`config.mk`:
```
export PLATFORM = sky130hd
export DESIGN_NAME = adsr_echo_envelope
export DESIGN_NICKNAME = d
export VERILOG_FILES = /design/src/adsr_pkg.sv /design/src/adsr_echo_envelope.sv
export SDC_FILE = /design/constraint.sdc
export NUM_CORES = 1
export LEC_CHECK = 0
export BUFFER_PORTS_ARGS = -buffer_cell sky130_fd_sc_hd__buf_4
export CAP_MARGIN = 40
export CORE_MARGIN = 2
export CORE_UTILIZATION = 55
export CTS_CLUSTER_DIAMETER = 60
export DETAILED_ROUTE_END_ITERATION = 8
export PLACE_DENSITY = 0.75
export SLEW_MARGIN = 0
export SYNTH_ARGS = -nofsm -noshare
export SYNTH_HDL_FRONTEND = slang
export SYNTH_SLANG_ARGS = --single-unit
```
`constraint.sdc`:
```
create_clock -name i_clk -period 10.8 [get_ports i_clk]
set_input_delay 0.54 -clock i_clk [delete_from_list [all_inputs] [get_ports i_clk]]
set_output_delay 0.54 -clock i_clk [all_outputs]
set_load 0.01 [all_outputs]
```
`src/adsr_pkg.sv`:
```
// ----------------------------------------------------------------------------
// adsr_pkg
// shared types and codes for the one-voice envelope generator
// ----------------------------------------------------------------------------
package adsr_pkg;

    localparam int unsigned LEVEL_W  = 8;
    localparam int unsigned STAGE_W  = 3;
    localparam int unsigned ACTION_W = 2;

    localparam logic [LEVEL_W-1:0] LEVEL_MAX = 8'hFF;

    // requested operation for one transaction
    typedef enum logic [ACTION_W-1:0] {
        ACT_TICK     = 2'd0,
        ACT_NOTE_ON  = 2'd1,
        ACT_NOTE_OFF = 2'd2
    } t_action;

    // internal envelope phase
    typedef enum logic [1:0] {
        PH_NONE    = 2'd0,
        PH_SUSTAIN = 2'd1,
        PH_DECAY   = 2'd2,
        PH_ATTACK  = 2'd3
    } t_phase;

    // reported stage codes
    localparam logic [STAGE_W-1:0] STAGE_IDLE    = 3'd0;
    localparam logic [STAGE_W-1:0] STAGE_ATTACK  = 3'd1;
    localparam logic [STAGE_W-1:0] STAGE_DECAY   = 3'd2;
    localparam logic [STAGE_W-1:0] STAGE_SUSTAIN = 3'd3;
    localparam logic [STAGE_W-1:0] STAGE_RELEASE = 3'd4;
    localparam logic [STAGE_W-1:0] STAGE_ECHO    = 3'd5;

    typedef struct packed {
        logic [ACTION_W-1:0] action;
        logic [LEVEL_W-1:0]  attack_step;
        logic [LEVEL_W-1:0]  decay_factor;
        logic [LEVEL_W-1:0]  sustain_level;
        logic [LEVEL_W-1:0]  release_factor;
        logic [LEVEL_W-1:0]  echo_level;
    } t_in_item;

    typedef struct packed {
        logic                active;
        logic [LEVEL_W-1:0]  envelope_level;
        logic [STAGE_W-1:0]  stage;
    } t_out_item;

endpackage

```
`src/adsr_echo_envelope.sv`:
```
// ----------------------------------------------------------------------------
// adsr_echo_envelope
// one-voice envelope generator: attack, decay, sustain, release, echo tail
// ----------------------------------------------------------------------------
// usage
//   input channel : i_valid / o_stall / i_data. each transaction is a frame
//                   tick, a note on (with its five envelope parameters) or a
//                   note off. a transaction is taken when i_valid is high and
//                   o_stall is low
//   output channel: o_valid / i_stall / o_data. exactly one result per input
//                   transaction, in order: active flag, level and stage
//   result        : computed from the updated state and registered in the
//                   output register when the input transaction is taken
//   throughput    : one transaction per cycle while o_stall is low; the state
//                   update is a single 8x8 multiply plus an add/compare, done
//                   in the cycle the transaction is taken
//   stall         : when the output register holds an untaken result and
//                   i_stall is high, o_stall goes high; while the result is
//                   being taken a new input transaction is accepted in the
//                   same cycle
//   reset         : synchronous, active low; voice idle, level and all
//                   latched parameters zero, output register empty
// ----------------------------------------------------------------------------
module adsr_echo_envelope (
    input  logic                i_clk,
    input  logic                i_rst_n,
    // input channel
    input  logic                i_valid,
    output logic                o_stall,
    input  adsr_pkg::t_in_item  i_data,
    // output channel
    output logic                o_valid,
    input  logic                i_stall,
    output adsr_pkg::t_out_item o_data
);

    localparam int unsigned LW = adsr_pkg::LEVEL_W;

    // voice state
    adsr_pkg::t_phase r_phase, n_phase;
    logic             r_start, n_start;      // note on not yet taken by a tick
    logic             r_stop, n_stop;        // note off seen
    logic             r_echo, n_echo;        // in echo tail
    logic [LW-1:0]    r_level, n_level;
    logic [LW-1:0]    r_echo_cnt, n_echo_cnt;
    logic [LW-1:0]    r_attack, n_attack;
    logic [LW-1:0]    r_decay, n_decay;
    logic [LW-1:0]    r_sustain, n_sustain;
    logic [LW-1:0]    r_release, n_release;

    // output register
    logic                r_out_valid;
    adsr_pkg::t_out_item r_out;
    adsr_pkg::t_out_item n_out;

    logic             in_take;
    logic             voice_on;
    logic             n_voice_on;
    logic [LW-1:0]    factor;
    logic [2*LW-1:0]  product;
    logic [LW-1:0]    scaled;
    logic [LW:0]      attack_sum;

    // output register can be refilled when empty or being drained
    assign o_stall = r_out_valid & i_stall;
    assign in_take = i_valid & ~o_stall;

    assign voice_on = r_start | r_stop | r_echo | (r_phase != adsr_pkg::PH_NONE);

    // one shared multiplier: release once note off is seen, decay otherwise
    assign factor     = r_stop ? r_release : r_decay;
    assign product    = r_level * factor;
    assign scaled     = product[2*LW-1:LW];
    assign attack_sum = {1'b0, r_level} + {1'b0, r_attack};

    // next voice state for the incoming transaction
    always_comb begin
        n_phase    = r_phase;
        n_start    = r_start;
        n_stop     = r_stop;
        n_echo     = r_echo;
        n_level    = r_level;
        n_echo_cnt = r_echo_cnt;
        n_attack   = r_attack;
        n_decay    = r_decay;
        n_sustain  = r_sustain;
        n_release  = r_release;

        unique case (adsr_pkg::t_action'(i_data.action))
            adsr_pkg::ACT_TICK: begin
                if (voice_on) begin
                    if (r_start) begin
                        if (r_stop) begin
                            // start and stop both pending: cancel the voice
                            n_phase = adsr_pkg::PH_NONE;
                            n_start = 1'b0;
                            n_stop  = 1'b0;
                            n_echo  = 1'b0;
                        end else begin
                            // restart from zero, first attack frame cannot overflow
                            n_start = 1'b0;
                            n_phase = adsr_pkg::PH_ATTACK;
                            n_level = r_attack;
                        end
                    end else if (r_echo) begin
                        n_echo_cnt = r_echo_cnt - 1'b1;
                        if (n_echo_cnt == '0) begin
                            n_phase = adsr_pkg::PH_NONE;
                            n_stop  = 1'b0;
                            n_echo  = 1'b0;
                        end
                    end else if (r_stop) begin
                        n_level = scaled;
                        if (scaled <= r_echo_cnt) begin
                            if (r_echo_cnt == '0) begin
                                n_phase = adsr_pkg::PH_NONE;
                                n_stop  = 1'b0;
                            end else begin
                                n_echo = 1'b1;
                            end
                        end
                    end else if (r_phase == adsr_pkg::PH_ATTACK) begin
                        // leave attack only when the sum overflows
                        if (attack_sum[LW]) begin
                            n_level = adsr_pkg::LEVEL_MAX;
                            n_phase = adsr_pkg::PH_DECAY;
                        end else begin
                            n_level = attack_sum[LW-1:0];
                        end
                    end else if (r_phase == adsr_pkg::PH_DECAY) begin
                        n_level = scaled;
                        if (scaled <= r_sustain) begin
                            if (r_sustain == '0) begin
                                // zero sustain goes straight to the echo tail, or ends on an empty tail
                                if (r_echo_cnt == '0) begin
                                    n_phase = adsr_pkg::PH_NONE;
                                end else begin
                                    n_echo = 1'b1;
                                end
                            end else begin
                                n_level = r_sustain;
                                n_phase = adsr_pkg::PH_SUSTAIN;
                            end
                        end
                    end
                end
            end
            adsr_pkg::ACT_NOTE_ON: begin
                n_attack   = i_data.attack_step;
                n_decay    = i_data.decay_factor;
                n_sustain  = i_data.sustain_level;
                n_release  = i_data.release_factor;
                n_echo_cnt = i_data.echo_level;
                n_phase    = adsr_pkg::PH_NONE;
                n_stop     = 1'b0;
                n_echo     = 1'b0;
                n_start    = 1'b1;
            end
            adsr_pkg::ACT_NOTE_OFF: begin
                // ignored while idle
                if (voice_on) begin
                    n_stop = 1'b1;
                end
            end
            default: begin
                // unused action only reports the current state
            end
        endcase
    end

    // result from the updated state
    assign n_voice_on = n_start | n_stop | n_echo | (n_phase != adsr_pkg::PH_NONE);

    always_comb begin
        n_out.active         = n_voice_on;
        n_out.envelope_level = n_level;
        if (!n_voice_on) begin
            n_out.stage = adsr_pkg::STAGE_IDLE;
        end else if (n_echo) begin
            n_out.stage = adsr_pkg::STAGE_ECHO;
        end else if (n_stop) begin
            n_out.stage = adsr_pkg::STAGE_RELEASE;
        end else if (n_start) begin
            n_out.stage = adsr_pkg::STAGE_ATTACK;
        end else begin
            unique case (n_phase)
                adsr_pkg::PH_ATTACK:  n_out.stage = adsr_pkg::STAGE_ATTACK;
                adsr_pkg::PH_DECAY:   n_out.stage = adsr_pkg::STAGE_DECAY;
                adsr_pkg::PH_SUSTAIN: n_out.stage = adsr_pkg::STAGE_SUSTAIN;
                default:              n_out.stage = adsr_pkg::STAGE_RELEASE;
            endcase
        end
    end

    // voice state registers
    always_ff @(posedge i_clk) begin
        if (!i_rst_n) begin
            r_phase    <= adsr_pkg::PH_NONE;
            r_start    <= 1'b0;
            r_stop     <= 1'b0;
            r_echo     <= 1'b0;
            r_level    <= '0;
            r_echo_cnt <= '0;
            r_attack   <= '0;
            r_decay    <= '0;
            r_sustain  <= '0;
            r_release  <= '0;
        end else if (in_take) begin
            r_phase    <= n_phase;
            r_start    <= n_start;
            r_stop     <= n_stop;
            r_echo     <= n_echo;
            r_level    <= n_level;
            r_echo_cnt <= n_echo_cnt;
            r_attack   <= n_attack;
            r_decay    <= n_decay;
            r_sustain  <= n_sustain;
            r_release  <= n_release;
        end
    end

    // output register valid
    always_ff @(posedge i_clk) begin
        if (!i_rst_n) begin
            r_out_valid <= 1'b0;
        end else if (in_take) begin
            r_out_valid <= 1'b1;
        end else if (!i_stall) begin
            r_out_valid <= 1'b0;
        end
    end

    // output payload, no reset needed
    always_ff @(posedge i_clk) begin
        if (in_take) begin
            r_out <= n_out;
        end
    end

    assign o_valid = r_out_valid;
    assign o_data  = r_out;

endmodule

```
## Word-level counts from Yosys, hierarchy flattened

Cells that the tools add are included.

| storage, ports and cells | value |
|---|---|
| bits in registers | 66 |
| bits of input ports | 46 |
| output and inout bits | 14 |
| word-level logic and storage cells | 110 |

| operators by class | value |
|---|---|
| $add $sub $neg | 2 |
| multiply operators | 1 |
| $lt $le $gt $ge | 2 |
| equality and inequality tests | 11 |
| muxes and demuxes | 59 |
| bitwise operators | 10 |
| reduce and logical (&&, ||, !) cells | 10 |

Operators by type and width:

| operator | count |
|---|---|
| 8-bit two-way mux | 15 |
| 2-bit two-way mux | 13 |
| 8-bit logical NOT | 3 |
| 1-bit two-way mux | 22 |
| 8-bit less-or-equal comparator | 2 |
| 8-bit by 8-bit multiplier with 16-bit output | 1 |
| 8-bit case mux with 2 select lines | 1 |
| 2-bit equality test (second input constant) | 5 |
| 8-bit by 8-bit adder with 9-bit output | 1 |
| 3-bit two-way mux | 3 |
| 3-bit case mux with 3 select lines | 1 |
| 8-bit by 1-bit subtractor with 8-bit output (second input constant) | 1 |
| 2-bit inequality test (second input constant) | 3 |
| 1-bit OR | 6 |
| 2-bit nonzero test | 3 |
| 5-bit AND reduction | 1 |
| 2-bit by 1-bit equality test with 1-bit output (second input constant) | 2 |
| 1-bit case mux with 2 select lines | 2 |
| 2-bit case mux with 2 select lines | 1 |
| 4-bit OR reduction | 1 |
| 1-bit case mux with 3 select lines | 1 |
| 1-bit bitwise AND | 2 |
| 2-bit logical NOT | 1 |
| 2-bit by 1-bit inequality test with 1-bit output (second input constant) | 1 |
| other kinds (2) | 3 |

## Logic depth before layout (Yosys ltp)

| logic depth | value |
|---|---|
| depth in word-level cells | 16 |
| depth in mapped cells | 35 |
| mapped depth without buffers | 32 |

## Worst setup path before layout

OpenSTA, ideal clock, no wires.

| timing | value |
|---|---|
| path kind | reg-to-reg |
| start point | reg r_stop |
| end point | reg r_out, in the netlist o_data[0], data pin |
| setup time | 0.146 ns |
| data arrival time | 7.684 ns |
| data required time | 10.654 ns |
| path slack | 2.970 ns |
| cell stages (with the launch flop) | 34 |
| buffers on the path | 3 |
| period minus slack after synthesis | 7.830 ns |
| cells stage by stage | dfxtp_1 > buf_6 > clkbuf_1 > buf_1 > mux2i_1 > nor2b_1 > fa_1 > inv_1 > fa_1 > inv_1 > fa_1 > fa_1 > ha_1 > and3_1 > o41ai_4 > a21oi_1 > a41oi_1 > mux2i_1 > nand2_1 > ha_1 > a211o_1 > o211ai_1 > nand2_1 > o22ai_1 > nand2_1 > nor4_1 > o21ai_1 > and2_1 > ha_1 > nor2_1 > o21ai_0 > and3_1 > o21ba_2 > a21oi_1 |

| between the ends | value |
|---|---|
| longest elaborated chain between the ends | 16 |
| elaborated cells on any way between the ends | 48 |
| those cells by class | mul: 1; order compare: 2; eq/ne: 3; mux: 35; bitwise: 6; reduce/logical: 1 |

Ends and longest elaborated chain:

| item | RTL line | RTL |
|---|---|---|
| start: declaration | adsr_echo_envelope.sv:42 | `logic r_stop, n_stop;` |
| start signal: assignment | adsr_echo_envelope.sv:211 | `r_stop <= n_stop;` |
| 8-bit two-way mux | adsr_echo_envelope.sv:71 | `assign factor = r_stop ? r_release : r_decay;` |
| 8-bit by 8-bit multiplier with 16-bit output | adsr_echo_envelope.sv:72 | `assign product = r_level * factor;` |
| 8-bit less-or-equal comparator | adsr_echo_envelope.sv:132 | `if (scaled <= r_sustain) begin` |
| 2-bit two-way mux | adsr_echo_envelope.sv:132 |  |
| 2-bit two-way mux | adsr_echo_envelope.sv:130 | `end else if (r_phase == adsr_pkg::PH_DECAY) begin` |
| 2-bit two-way mux | adsr_echo_envelope.sv:122 | `end else if (r_phase == adsr_pkg::PH_ATTACK) begin` |
| 2-bit two-way mux | adsr_echo_envelope.sv:112 | `end else if (r_stop) begin` |
| 2-bit two-way mux | adsr_echo_envelope.sv:105 | `end else if (r_echo) begin` |
| 2-bit two-way mux | adsr_echo_envelope.sv:92 | `if (r_start) begin` |
| 2-bit two-way mux | adsr_echo_envelope.sv:91 | `if (voice_on) begin` |
| 2-bit case mux with 2 select lines | adsr_echo_envelope.sv:89 | `unique case (adsr_pkg::t_action'(i_data.action))` |
| 2-bit by 1-bit equality test with 1-bit output or 2-bit equality test (tied branches) | adsr_echo_envelope.sv:186 | `unique case (n_phase)` |
| 3-bit case mux with 3 select lines | adsr_echo_envelope.sv:186 |  |
| 3-bit two-way mux | adsr_echo_envelope.sv:183 | `end else if (n_start) begin` |
| 3-bit two-way mux | adsr_echo_envelope.sv:181 | `end else if (n_stop) begin` |
| 3-bit two-way mux | adsr_echo_envelope.sv:179 | `end else if (n_echo) begin` |
| end signal: assignment | adsr_echo_envelope.sv:236 | `r_out <= n_out;` |
| end: declaration | adsr_echo_envelope.sv:53 | `adsr_pkg::t_out_item r_out;` |

Several ways; a longest one is shown, not always the timed one.
A chain may end at the register's enable or synchronous reset.

## Worst setup path in the final report

Ends and elaborated chain as after synthesis.

==> impl_metrics.env <==
export IMPL_postSynthCellCount=807
export IMPL_first_iter_violations=702
export IMPL_ys_ff_latch=66
export IMPL_fin_crit_ns=8.36
export IMPL_first_global_vias=5712
export IMPL_drive_gt1_share_pct=12.4
export IMPL_postCtsSetupBuffers=0
export IMPL_route_detailed_drc=0
export IMPL_ys_flop_type="dfxtp_1"
export IMPL_hp_class="input pin to flop"
export IMPL_rsz0062_at_grt="false"
export IMPL_synth_cell_types=74
export IMPL_critPathMaxStageDelay_ns=0.63
export IMPL_antenna_found_initial=0
export IMPL_critPathSlowestCell="mux2i_1"
export IMPL_critPathArrivalTime_ns=8.56
export IMPL_finalSetupViolCount=0
export IMPL_grt_first_pass_wirelength_mm=28.8
export IMPL_overflow=0
export IMPL_min_from="i_valid"
export IMPL_placed_cells_incl_taps=977
export IMPL_cap_violations=0
export IMPL_initial_utilization_pct=56.6
export IMPL_ant_nets=0
export IMPL_synth_nets=951
export IMPL_min_period_over_period_pct=77.4
export IMPL_cts_hold_fix_buffers=0
export IMPL_power_density_nw_per_um2=89.5
export IMPL_dp_hpwl_mm=13.7
export IMPL_hold_viol=0
export IMPL_synth_cell_area_um2=6480
export IMPL_vias_per_cell=6.03
export IMPL_cts_buffer_depth=2
export IMPL_r2r_start="r_stop"
export IMPL_die_h_um=113
export IMPL_grt_max_degree=57
export IMPL_grt_usage_pct=28.4
export IMPL_cpMostUsedCell="fa_1"
export IMPL_drv_slew=0
export IMPL_layout_nets=989
export IMPL_clk_pin_slew_ns=0.05
export IMPL_final_common_cell="nand2_1"
export IMPL_ys_async_sr_fraction_pct=0
export IMPL_globalplace_congestion=0.991
export IMPL_area_growth_pct=12.5
export IMPL_worstSetupStartpointType="flop"
export IMPL_finalInstanceArea_um2=7300
export IMPL_wl_per_cell_um=17.6
export IMPL_synth_edf_count=12
export IMPL_yosysWarnings=0
export IMPL_drt_total_wl_mm=17.5
export IMPL_pin_count=60
export IMPL_seq_area_frac_synth_pct=22.2
export IMPL_worst_slew_pin_slew_ns=0.813
export IMPL_h_tree_depth=3
export IMPL_core_area_um2=11500
export IMPL_place_area_um2=7020
export IMPL_post_place_ws_ns=2.52
export IMPL_root_buffer="clkbuf_16"
export IMPL_vias=5992
export IMPL_layout_cells_non_filler=993
export IMPL_critPathMaxFanout=36
export IMPL_status="finished, final reports clean"
export IMPL_diodes=0
export IMPL_die_area_um2=12700
export IMPL_fp_dieW_um=113
export IMPL_drt_first_pass_iters=5
export IMPL_clkSinkCount=66
export IMPL_clk_latency_ns=0.34
export IMPL_cts_tree="built"
export IMPL_leakage_nw=3.20
export IMPL_max_slew_margin_rel_pct=45.1
export IMPL_skew_ns=0.00348
export IMPL_ir_worst_vdd_mv=0.0959
export IMPL_required_ns=11.00
export IMPL_syn_mean_instance_area_um2=8.04
export IMPL_fin_ws_ns=2.44
export IMPL_place_port_buffers=59
export IMPL_cts_resized=0
export IMPL_worst_setup_path_type="flop to flop"
export IMPL_cts_buffers=9
export IMPL_final_cell_mix="135 x nand2_1, 73 x inv_1, 62 x ha_1, 62 x buf_4, 56 x nor2_1"
export IMPL_tns_ns=0
export IMPL_num_rows=39
export IMPL_max_freq_mhz=120
export IMPL_worstSetupStartpoint="r_stop"
export IMPL_crit_path_end_kind="flop"
-- synth_stat cells (all sizes together), types with 6 or more instances --
library cell / n / area, µm²
fa: 36 / 721
and3: 8 / 50.1
nand4: 8 / 50.1
inv: 73 / 274
mux2i: 7 / 70.1
nor2b: 15 / 93.8
a21oi: 36 / 180
nor3: 11 / 55.1
nand2b: 14 / 87.6
a21boi: 35 / 263
nor4: 6 / 43.8
ha: 62 / 776
o31ai: 7 / 52.6
a31oi: 11 / 68.8
o211ai: 6 / 45.0
a211oi: 11 / 87.6
nand3: 10 / 50.1
o21ai: 37 / 185
mux2: 9 / 109
edfxtp: 12 / 360
clkbuf: 32 / 120
a21o: 8 / 60.1
xnor2: 6 / 52.6
nand2: 135 / 507
and2: 20 / 125
dfxtp: 54 / 1080
nor2: 57 / 214
-- path summary, 6_finish.rpt --
| kind | endpoint | slack, ns | depth (start not counted) |
|---|---|---|---|
| hold reg to reg | r_decay[6] | 0.47 | 2 |
| setup / recovery | o_data[0] | 2.44 | 31 |
| hold / removal | o_valid | 0.41 | 2 |
| setup reg to reg | o_data[0] | 2.44 | 31 |
-- area by class of cell --
class / instances / area [µm²]
clock buffers: 12 / 246
clock inverters: 4 / 26.3
fillers: 1025 / 4170
inverters: 74 / 278
multi-input cells: 630 / 4620
flip-flops and latches: 66 / 1440
well taps: 143 / 179
repair buffers: 64 / 508
-- power breakdown --
part	switching [W]	internal, W	total (W)
Clock	0.000110	0.000161	0.000271
Combinational	0.0000608	0.0000494	0.000110
Sequential	0.0000108	0.000261	0.000272
-- cell families after synthesis --
kind of cell / count (synthesis) / synth area share (%)
muxes: 16 / 2.76
DFF: 66 / 22.2
adders and majority gates: 98 / 23.1
buffers and inverters: 111 / 6.60
and+or+nand+nor: 304 / 22.1
AOI/OAI and AO/OA: 202 / 21.9
xor gates and xnor gates: 10 / 1.35
-- flip-flops by register name, indices dropped and copies added, names as in the netlist --
name / flops
r_release: 8
r_level: 8
r_echo: 1
o_valid: 1
r_stop: 1
r_sustain: 8
r_echo_cnt: 8
r_phase: 2
o_data: 12
r_attack: 8
r_start: 1
r_decay: 8
-- critical path, delay by kind of cell, from the launching register on --
kind	cells	cell delay, ns
adder cells (fa/ha/maj)	7	2.76
AO/OA/AOI/OAI	10	2.23
AND/OR/NAND/NOR	9	1.53
multiplexers	2	0.92
buffers and inverters	3	0.46
flip-flops	1	0.30
-- layer usage --
layer | global-route usage [%] | wire (µm)
met5 | 0 | 0
met1 | 40.8 | 7800
met4 | 9.67 | 470
met2 | 43.1 | 7580
met3 | 5.02 | 1630
-- stage by stage --
stage               total power (W)  util (%)  hold WS [ns]
finish                     0.000653      63.6         0.414
global route               0.000680      63.6         0.415
CTS                        0.000652      63.6         0.412
detailed placement         0.000384      61.3         0.460
global placement           0.000380      60.8         0.455
floorplan                  0.000345         -         0.440
(Power assumes the default switching activity.)
